`src/lvcd_pkg.sv`:
```
// Package for the label vote change detector.
// Holds field widths, the action codes and the structs passed between modules.
// No dependencies.
`default_nettype none

package lvcd_pkg;

   // Field widths fixed by the interface.
   localparam int LABEL_W  = 4;
   localparam int CONF_W   = 16;
   localparam int COUNT_W  = 16;
   localparam int SUM_W    = 32;
   localparam int ACTION_W = 2;

   // Largest label value the label field can carry, plus one.
   localparam int LABEL_SPAN = 1 << LABEL_W;

   // Action reported with each closed frame.
   typedef enum logic [ACTION_W-1:0] {
      ACT_NONE = 2'd0,
      ACT_STOP = 2'd1,
      ACT_SLOW = 2'd2
   } action_type;

   // Command from the frame stage to the histogram.
   typedef struct packed {
      logic               hit;    // count this label
      logic               clear;  // frame closes: wipe histogram and leader
      logic [LABEL_W-1:0] label;
   } hist_cmd_type;

   // Running leader of the histogram.
   typedef struct packed {
      logic [LABEL_W-1:0] label;
      logic [COUNT_W-1:0] count;
   } leader_type;

endpackage

`default_nettype wire

```
`src/lvcd_hist.sv`:
```
// Label histogram with a running leader (most frequent label, smallest on ties).
// Depends on lvcd_pkg for widths and the command and leader structs.
// Counts saturate and are all wiped at once when a frame closes.
`default_nettype none

module lvcd_hist #(
   parameter int NUM_CLASSES = 16
) (
   input  wire logic                 clock,
   input  wire logic                 reset,
   input  wire lvcd_pkg::hist_cmd_type cmd,
   output lvcd_pkg::leader_type      leader_next
);

   // Only labels the label field can express ever reach a bin.
   localparam int DEPTH = (NUM_CLASSES < lvcd_pkg::LABEL_SPAN) ?
                          NUM_CLASSES : lvcd_pkg::LABEL_SPAN;
   localparam int IDX_W = $clog2(DEPTH);

   logic [lvcd_pkg::COUNT_W-1:0] counts_ff [DEPTH];
   logic [lvcd_pkg::COUNT_W-1:0] count_in;
   logic [lvcd_pkg::COUNT_W-1:0] cur_count;
   logic [lvcd_pkg::LABEL_W-1:0] leader_label_ff;
   logic [lvcd_pkg::COUNT_W-1:0] leader_count_ff;
   logic [IDX_W-1:0]             idx;
   logic                         take_lead;

   // Read the bin, bump it with saturation and test it against the leader.
   always_comb begin
      idx       = cmd.label[IDX_W-1:0];
      cur_count = counts_ff[idx];
      count_in  = (cur_count == '1) ? cur_count : cur_count + 1'b1;
      take_lead = (count_in > leader_count_ff) ||
                  ((count_in == leader_count_ff) && (cmd.label < leader_label_ff));
      if (cmd.hit && take_lead) begin
         leader_next.label = cmd.label;
         leader_next.count = count_in;
      end else begin
         leader_next.label = leader_label_ff;
         leader_next.count = leader_count_ff;
      end
   end

   // Bins and leader; a closing frame wipes everything at once.
   always_ff @(posedge clock) begin
      if (reset || cmd.clear) begin
         for (int i = 0; i < DEPTH; i++) begin
            counts_ff[i] <= '0;
         end
         leader_label_ff <= '0;
         leader_count_ff <= '0;
      end else if (cmd.hit) begin
         counts_ff[idx]  <= count_in;
         leader_label_ff <= leader_next.label;
         leader_count_ff <= leader_next.count;
      end
   end

endmodule

`default_nettype wire

```
`src/label_vote_change_detector_core.sv`:
```
// Top level of the label vote change detector: frame stage, mean test and result register.
// Depends on lvcd_pkg and lvcd_hist.
`default_nettype none

// The block takes one classifier request per clock cycle (label, confidence, frame_end)
// and returns one response for each request that carries frame_end: the dominant label
// of the frame (smallest on ties) and an action. The first frame after reset only
// records its dominant label and reports no action. Later frames report stop when the
// mean confidence is at or below csr_min_confidence, otherwise slow down when the
// dominant label differs from the recorded one. A request is held in an input register
// while the histogram bin is read, bumped and compared with the running leader; a
// closing request then loads the response register. Requests flow at one per cycle
// except while the input side stalls, which happens only while a frame-closing
// request waits for the response register to empty. Requests beyond MAX_FRAME in
// one frame are ignored except that their frame_end still closes the frame.
// Write csr_min_confidence only while no request is in flight.
module label_vote_change_detector_core #(
   parameter int NUM_CLASSES = 16,
   parameter int MAX_FRAME   = 65535
) (
   input  wire logic                          clock,
   input  wire logic                          reset,
   // Request channel
   input  wire logic                          req_valid,
   output logic                               req_stall,
   input  wire logic [lvcd_pkg::LABEL_W-1:0]  req_class_label,
   input  wire logic [lvcd_pkg::CONF_W-1:0]   req_confidence,
   input  wire logic                          req_frame_end,
   // Response channel
   output logic                               rsp_valid,
   input  wire logic                          rsp_stall,
   output logic [lvcd_pkg::ACTION_W-1:0]      rsp_action,
   output logic [lvcd_pkg::LABEL_W-1:0]       rsp_dominant_class,
   // Threshold register write
   input  wire logic                          csr_valid,
   output logic                               csr_ready,
   input  wire logic [lvcd_pkg::CONF_W-1:0]   csr_min_confidence
);

   localparam int ELEM_W = $clog2(MAX_FRAME + 1);
   localparam int PROD_W = lvcd_pkg::CONF_W + ELEM_W;
   localparam int CMP_W  = (PROD_W > lvcd_pkg::SUM_W) ? PROD_W : lvcd_pkg::SUM_W;
   localparam logic [ELEM_W-1:0] MAX_CNT = ELEM_W'(MAX_FRAME);

   // Threshold register
   logic [lvcd_pkg::CONF_W-1:0]  min_conf_ff;

   // Input register
   logic                         s1_valid_ff;
   logic                         s1_valid_in;
   logic [lvcd_pkg::LABEL_W-1:0] s1_label_ff;
   logic [lvcd_pkg::CONF_W-1:0]  s1_conf_ff;
   logic                         s1_end_ff;

   // Frame accumulators
   logic [lvcd_pkg::SUM_W-1:0]   sum_ff;
   logic [lvcd_pkg::SUM_W-1:0]   sum_in;
   logic [ELEM_W-1:0]            elem_ff;
   logic [ELEM_W-1:0]            elem_in;
   logic [lvcd_pkg::LABEL_W-1:0] last_dom_ff;
   logic [lvcd_pkg::LABEL_W-1:0] last_dom_in;
   logic                         last_valid_ff;
   logic                         last_valid_in;

   // Result register
   logic                         rsp_valid_ff;
   logic                         rsp_valid_in;
   lvcd_pkg::action_type         rsp_action_ff;
   lvcd_pkg::action_type         action_in;
   logic [lvcd_pkg::LABEL_W-1:0] rsp_dom_ff;

   // Stage working signals
   logic                         s1_go;
   logic                         req_take;
   logic                         counted;
   logic                         in_range;
   logic [lvcd_pkg::SUM_W:0]     sum_add;
   logic [lvcd_pkg::SUM_W-1:0]   sum_fin;
   logic [ELEM_W-1:0]            elem_fin;
   logic [PROD_W-1:0]            limit;
   logic                         low_conf;
   lvcd_pkg::hist_cmd_type       hist_cmd;
   lvcd_pkg::leader_type         leader_next;

   // Handshakes: the stage moves unless a closing request cannot reach the result register.
   always_comb begin
      s1_go     = s1_valid_ff && !(s1_end_ff && rsp_valid_ff && rsp_stall);
      req_stall = s1_valid_ff && !s1_go;
      req_take  = req_valid && !req_stall;
      csr_ready = 1'b1;
   end

   // Threshold register write.
   always_ff @(posedge clock) begin
      if (reset) begin
         min_conf_ff <= lvcd_pkg::CONF_W'(32768);
      end else if (csr_valid && csr_ready) begin
         min_conf_ff <= csr_min_confidence;
      end
   end

   // Input register.
   always_comb begin
      s1_valid_in = req_take || (s1_valid_ff && !s1_go);
   end

   always_ff @(posedge clock) begin
      if (reset) begin
         s1_valid_ff <= 1'b0;
      end else begin
         s1_valid_ff <= s1_valid_in;
      end
   end

   always_ff @(posedge clock) begin
      if (req_take) begin
         s1_label_ff <= req_class_label;
         s1_conf_ff  <= req_confidence;
         s1_end_ff   <= req_frame_end;
      end
   end

   // Element counting with saturating confidence sum.
   always_comb begin
      counted  = (elem_ff < MAX_CNT);
      in_range = (int'(s1_label_ff) < NUM_CLASSES);
      sum_add  = {1'b0, sum_ff} + (lvcd_pkg::SUM_W + 1)'(s1_conf_ff);
      if (counted) begin
         sum_fin  = sum_add[lvcd_pkg::SUM_W] ? '1 : sum_add[lvcd_pkg::SUM_W-1:0];
         elem_fin = elem_ff + 1'b1;
      end else begin
         sum_fin  = sum_ff;
         elem_fin = elem_ff;
      end
      hist_cmd.hit   = s1_go && counted && in_range;
      hist_cmd.clear = s1_go && s1_end_ff;
      hist_cmd.label = s1_label_ff;
      if (s1_go && s1_end_ff) begin
         sum_in  = '0;
         elem_in = '0;
      end else if (s1_go) begin
         sum_in  = sum_fin;
         elem_in = elem_fin;
      end else begin
         sum_in  = sum_ff;
         elem_in = elem_ff;
      end
   end

   lvcd_hist #(
      .NUM_CLASSES (NUM_CLASSES)
   ) u_hist (
      .clock       (clock),
      .reset       (reset),
      .cmd         (hist_cmd),
      .leader_next (leader_next)
   );

   // Exact mean test: sum <= threshold * element count.
   always_comb begin
      limit    = PROD_W'(min_conf_ff) * PROD_W'(elem_fin);
      low_conf = (CMP_W'(sum_fin) <= CMP_W'(limit));
   end

   // Frame decision and recorded dominant label.
   always_comb begin
      action_in     = lvcd_pkg::ACT_NONE;
      last_dom_in   = last_dom_ff;
      last_valid_in = last_valid_ff;
      if (s1_go && s1_end_ff) begin
         if (!last_valid_ff) begin
            last_dom_in   = leader_next.label;
            last_valid_in = 1'b1;
         end else if (low_conf) begin
            action_in = lvcd_pkg::ACT_STOP;
         end else if (leader_next.label != last_dom_ff) begin
            action_in   = lvcd_pkg::ACT_SLOW;
            last_dom_in = leader_next.label;
         end
      end
   end

   always_ff @(posedge clock) begin
      if (reset) begin
         sum_ff        <= '0;
         elem_ff       <= '0;
         last_dom_ff   <= '0;
         last_valid_ff <= 1'b0;
      end else begin
         sum_ff        <= sum_in;
         elem_ff       <= elem_in;
         last_dom_ff   <= last_dom_in;
         last_valid_ff <= last_valid_in;
      end
   end

   // Result register: loaded by a closing request, emptied when taken.
   always_comb begin
      if (s1_go && s1_end_ff) begin
         rsp_valid_in = 1'b1;
      end else if (rsp_valid_ff && !rsp_stall) begin
         rsp_valid_in = 1'b0;
      end else begin
         rsp_valid_in = rsp_valid_ff;
      end
   end

   always_ff @(posedge clock) begin
      if (reset) begin
         rsp_valid_ff <= 1'b0;
      end else begin
         rsp_valid_ff <= rsp_valid_in;
      end
   end

   always_ff @(posedge clock) begin
      if (s1_go && s1_end_ff) begin
         rsp_action_ff <= action_in;
         rsp_dom_ff    <= leader_next.label;
      end
   end

   assign rsp_valid          = rsp_valid_ff;
   assign rsp_action         = rsp_action_ff;
   assign rsp_dominant_class = rsp_dom_ff;

`ifndef SYNTHESIS
   // The input side stalls only behind a closing request blocked at the output.
   a_stall_cause: assert property (@(posedge clock) disable iff (reset)
      req_stall |-> (s1_valid_ff && s1_end_ff && rsp_valid_ff && rsp_stall))
      else $error("request stalled without a blocked closing request");

   // A closed frame leaves the accumulators empty.
   a_frame_clear: assert property (@(posedge clock) disable iff (reset)
      (s1_go && s1_end_ff) |=> (sum_ff == '0 && elem_ff == '0))
      else $error("accumulators not cleared after frame end");

   // A pending slow-down always matches the recorded dominant label.
   a_slow_recorded: assert property (@(posedge clock) disable iff (reset)
      (rsp_valid_ff && rsp_action_ff == lvcd_pkg::ACT_SLOW) |->
      (rsp_dom_ff == last_dom_ff))
      else $error("slow-down response does not match recorded label");

   // Any action needs an earlier recorded frame.
   a_action_after_first: assert property (@(posedge clock) disable iff (reset)
      (rsp_valid_ff && rsp_action_ff != lvcd_pkg::ACT_NONE) |-> last_valid_ff)
      else $error("action reported before a first frame was recorded");
`endif

endmodule

`default_nettype wire
```
`config.mk`:
```
export PLATFORM = sky130hd
export DESIGN_NAME = label_vote_change_detector_core
export DESIGN_NICKNAME = d
export VERILOG_FILES = /design/src/lvcd_pkg.sv /design/src/lvcd_hist.sv /design/src/label_vote_change_detector_core.sv
export SDC_FILE = /design/constraint.sdc
export NUM_CORES = 1
export LEC_CHECK = 0
export ABC_AREA = 0
export BUFFER_PORTS_ARGS = -buffer_cell sky130_fd_sc_hd__buf_2
export CAP_MARGIN = 20
export CORE_ASPECT_RATIO = 0.7
export CORE_UTILIZATION = 55
export DETAILED_ROUTE_END_ITERATION = 8
export HOLD_SLACK_MARGIN = 0.1
export MAX_ROUTING_LAYER = met4
export PLACE_DENSITY = 0.71
export SYNTH_ARGS = -nofsm -noshare
export SYNTH_HDL_FRONTEND = slang
export SYNTH_SLANG_ARGS = --single-unit
```
`constraint.sdc`:
```
create_clock -name clock -period 12.19 [get_ports clock]
set_input_delay 1.8285 -clock clock [delete_from_list [all_inputs] [get_ports clock]]
set_output_delay 1.8285 -clock clock [all_outputs]
set_load 0.01 [all_outputs]
```
# == Word level (Yosys, flattened, before mapping) ==
# Memory sizes are Yosys's and may differ from the RTL's. A register that Yosys moved wholly into a read port is not among the register bits.
# Cells that the tools add are included.
# op_classes
addsub,3
multipliers,1
n_lt_le_gt_ge,4
eq_ne,5
muxes,21
n_bitwise,1
reduce_logical,23
# op_table
operator,count
32-bit 2-to-1 mux,2
16-bit 2-to-1 mux,3
32-bit by 16-bit adder with 33-bit output,1
16-bit by 1-bit adder with 16-bit output (second input constant),2
32-bit <= comparator,1
16-bit by 16-bit multiplier with 32-bit output,1
20-bit 2-to-1 mux,1
4-bit 2-to-1 mux,5
16-bit equality test,1
16-bit equality test (second input constant),1
16-bit greater-than comparator,1
16-bit < comparator (second input constant),1
16-bit OR reduction,1
1-bit logical AND,10
1-bit 2-to-1 mux,9
1-bit logical NOT,4
4-bit < comparator,1
4-bit inequality test,1
2-bit OR reduction,2
1-bit logical OR,3
3-bit AND reduction,1
2-bit 2-to-1 mux,1
2-bit by 1-bit inequality test with 1-bit output (second input constant),1
2-bit inequality test (second input constant),1
3 further kinds,3
# word_totals
register_bits,118
mem_bits_rw,256
out_inout_bits,9
wordCells,74
memories,1
# memory_table
memory,depth,word_bits,read_ports,rd_clocked_by_memory_dff,wr,line,rtl
u_hist.counts_ff,16,16,1,1,16,lvcd_hist.sv:20,logic [lvcd_pkg::COUNT_W-1:0] counts_ff [DEPTH];

# == Longest topological paths before layout ==
# logic_depth
depth_word,11
mapped_depth,42
depth_no_buf,39

# == Cells and area by module ==
# Synthesis repeated with hierarchy kept, for this count alone.
# hier_totals
hier_cells,2669
area_unflattened_um2,27395.0
# modules_own_cells
mod,instances,cells_each,area_each_um2
label_vote_change_detector_core,1,1662,14410.1
lvcd_hist,1,1007,12985.0

# == Worst setup path after synthesis ==
# OpenSTA, ideal clock, no wires.
# synth_path
kind,reg2reg
from,register elem_ff[0]
to,register last_dom_ff[0] (netlist name)
t_arrival_ns,9.573
t_required_ns,12.119
slack_ns,2.546
stages_incl_launch_ff,41
period_less_slack_ns,9.644
cell_sequence,dfxtp_1 -> ha_1 -> nand2_1 -> nor4_2 -> and4_1 -> buf_2 -> nor4_1 -> nand3_1 -> xnor2_1 -> clkbuf_1 -> nand2_1 -> fa_1 -> inv_1 -> fa_1 -> inv_1 -> fa_1 -> inv_1 -> fa_1 -> (+5 left out) -> inv_1 -> o221ai_1 -> a211oi_1 -> nor3_1 -> a2111oi_0 -> a21oi_1 -> xnor2_1 -> ha_1 -> nand4_1 -> nor3_1 -> nand4_1 -> o221ai_1 -> a41oi_1 -> a21o_1 -> and2_1 -> clkbuf_1 -> or4_1 -> a21oi_1
# synth_between
elab_chain_cells,7
word_cells_on_any_way,16
# synth_rtl
element,line,rtl
"start, declared",label_vote_change_detector_core.sv:58,logic [ELEM_W-1:0] elem_ff;
"start signal, assigned",label_vote_change_detector_core.sv:191,elem_ff <= elem_in;
branches (longest 7 deep; another with 16-bit by 16-bit multiplier with 32-bit output),n/a,
"end signal, assigned",label_vote_change_detector_core.sv:192,last_dom_ff <= last_dom_in;
"end, declared",label_vote_change_detector_core.sv:60,logic [lvcd_pkg::LABEL_W-1:0] last_dom_ff;
# Several ways; the timed one is not identified. The select of a mux whose other input is x is not followed.
# A chain may end at the register's enable or synchronous reset.

# == Final worst setup path ==
# Ends and elaborated chain as after synthesis.

==> out/results.ini <==
[pwr]
share_comb_of_total_power_pct = 17.9
ir_drop_mv = 0.1014
intPower_uw = 2402
powerDensity_nw_per_um2 = 114.8
switching_share_pct = 28.56
p_total_uw = 3362
seq_power_share_pct = 44.6
p_leak_uw = 0.01263
clkPwrFrac_pct = 37.5
power_switching_uw = 960.2

[clock_tree]
clkSinkCount = 378
clock_path_buffers = 3
cts_buffers = 39
worstSkewPairLatency_ns = 0.57
post_cts_buffers = 0
tritoncts = done
cts_resized = 0
cts_root_buffer = clkbuf_16
hold_buffers = 0
h-tree-depth = 2
clk_pin_slew_ns = 0.06

[sta]
hold_viol = 0
final.setup_skew_ns = 0.02744
timing.fmax_mhz = 92.11
tns_ns = 0
worst_slack_ns = 1.333
rsz0062_at_grt = no
worst_pin_slew_ns = 1.048
relSlewSlack_pct = 29.97
drv_slew = 0
min_period_ns = 10.86
post-route-period-util_pct = 89.06
setup_viol = 0

[yosys]
synth-seq-area-share_pct = 38.25
synth_ff_type = edfxtp_1
syn-mean-instance-area_um2 = 10.31
synth_cells = 2637
synth-edff-count = 283
synth.ff_latch_count = 378
synth_fp_nets = 3047
syn_area_um2 = 27190
yosysUniqueCellTypes = 77
async_flop_share_pct = 0
ys_warn_count = 0

[global_route]
grt_pass1_vias = 19982
antenna_found_initial = 2
track_usage_pct = 29.37
grt_max_degree = 52
grt.overflow.total = 0
grt_pass1_wl_um = 110200

[critical_path]
critPathMostFrequentCell = fa_1
cp_slowest_cell = a2111oi_0
cp.arrival_ns = 11.35
required_ns = 12.68
slowest_delay_ns = 0.63
critPathCaptureType = register
path_delay_family = adder cells
crit_type = reg2reg
worstSetupStartpointType = register
worstPathMaxFanout = 17
crit_buf_inv = 5

[routing]
drt_pass1_iterations = 6
drtIter0Drc = 2127
drc = 0
num_vias = 19749
ant_nets = 0
wire_per_inst_um = 20.82
routed_wl_um = 69090
drt-vias-per-instance = 5.952

[die]
die_w_um = 267.7
io_pins = 51
die_area_um2 = 50340
die_h_um = 188.0
start_util_pct = 56.31
core_um2 = 48290
rows = 67

[finish]
area_growth_pct = 7.740
post-route-util_pct = 60.67
layout_common_cells = nor2_1 (387), inv_1 (290), edfxtp_1 (283)
final_nets = 3041
drive_gt1_share_pct = 9.730
final_common_cell = nor2_1

[worst_hold_path]
hold_path.class = reg2reg

[place]
gp_congestion = 0.9357
io_buffers = 49
place_hpwl_um = 50180
pre_cts_ws_ns = 1.430

[run_status]
outcome = finished clean

[job]
drv_cap = 0

==> logic make-up (layout without fill, tap and decap cells) <==
| logic type | count (synthesis) | in the layout | synth area share, % |
|---|---|---|---|
| AO/OA/AOI/OAI | 317 | 317 | 7.483 |
| XOR/XNOR | 70 | 70 | 2.365 |
| adder cells (fa/ha/maj) | 368 | 368 | 22.32 |
| buffers and inverters | 435 | 460 | 6.410 |
| flip-flops | 378 | 378 | 38.25 |
| multiplexers | 120 | 120 | 7.423 |
| other | 1 | 2 | 0.01379 |
| AND/OR/NAND/NOR | 948 | 948 | 15.73 |
==> flip-flops by register name, summed over array words and instances (netlist names), named ones only <==
name                    flops
u_hist.counts_ff          256
sum_ff                     32
elem_ff                    16
min_conf_ff                16
s1_conf_ff                 16
u_hist.leader_count_ff     16
last_dom_ff                 4
rsp_dominant_class          4
s1_label_ff                 4
u_hist.leader_label_ff      4
rsp_action                  2
last_valid_ff               1
rsp_valid                   1
s1_end_ff                   1
s1_valid_ff                 1
==> cell type report <==
type / instances / area, µm²
Fill cell: 3884 / 18990
Multi-Input combinational cell: 1824 / 15050
Sequential cell: 378 / 10410
Inverter: 292 / 1096
Clock buffer: 54 / 1052
Tap cell: 655 / 819.5
Timing Repair Buffer: 96 / 605.6
Clock inverter: 18 / 257.7
Antenna cell: 1 / 2.502
==> synth_stat cells (all sizes together), types with 12 or more instances <==
| master | instances | area (µm²) |
|---|---|---|
| and2 | 123 | 769.5 |
| nand4 | 18 | 112.6 |
| edfxtp | 283 | 8498 |
| mux2i | 43 | 430.4 |
| nor2 | 390 | 1466 |
| buf | 37 | 249.0 |
| nand3 | 33 | 165.2 |
| ha | 173 | 2165 |
| and3 | 21 | 131.4 |
| xnor2 | 32 | 302.8 |
| fa | 195 | 3904 |
| a21o | 21 | 157.7 |
| nand2b | 12 | 82.58 |
| nor3 | 26 | 141.4 |
| nand2 | 270 | 1013 |
| mux4 | 64 | 1441 |
| dfxtp | 95 | 1902 |
| inv | 292 | 1096 |
| xor2 | 38 | 340.3 |
| a31oi | 16 | 100.1 |
| a211oi | 26 | 195.2 |
| a21oi | 106 | 530.5 |
| o21ai | 57 | 285.3 |
| clkbuf | 106 | 397.9 |
| nor2b | 19 | 121.4 |
| mux2 | 13 | 146.4 |
==> power by group through the flow <==
stage,Clock (µW),Sequential (µW),Combinational (µW)
after floorplan,0,1490,425
after global placement,0,1520,568
after detailed placement,0,1520,586
after CTS,1260,1500,591
after global routing,1310,1510,661
final,1260,1500,603
==> worst register-to-register path, delay by kind of cell, from the launching register on <==
family | cells | cell delay (ns)
compound gates | 11 | 2.81
xor+xnor | 2 | 0.34
fa+ha+maj | 9 | 3.88
buf+inv | 5 | 0.44
flops | 1 | 0.43
simple gates | 11 | 2.85
==> metal layers <==
metal  global-route usage [%]  vias up  share of wire [%]
li1                         -     8912                  -
met3                    7.459       70                 12
met5                        -        -                  0
met1                    43.20     9782                 44
met2                    40.86      985                 42
met4                    6.198        0                1.5
==> stage by stage <==
step	hold slack (ns)	std cells	instance area [µm²]
2_1_floorplan	0.4546	2637	27190
5_1_grt	0.5026	3318	29290
3_3_place_gp	0.4695	3243	27960
6_report	0.4849	3318	29290
3_5_place_dp	0.4782	3243	27960
4_1_cts	0.4870	3315	29270
==> final timing paths <==
| kind | startpoint | to | slack (ns) | cells after the start |
|---|---|---|---|---|
| setup / recovery | elem_ff[0]$_SDFFE_PP0P_ | last_dom_ff[0]$_SDFFE_PP0P_ | 1.33 | 38 |
| hold / removal | elem_ff[12]$_SDFFE_PP0P_ | elem_ff[12]$_SDFFE_PP0P_ | 0.48 | 2 |
| setup reg to reg | elem_ff[0]$_SDFFE_PP0P_ | last_dom_ff[0]$_SDFFE_PP0P_ | 1.33 | 38 |
| hold reg to reg | elem_ff[12]$_SDFFE_PP0P_ | elem_ff[12]$_SDFFE_PP0P_ | 0.48 | 2 |
(Power assumes the default switching activity.)
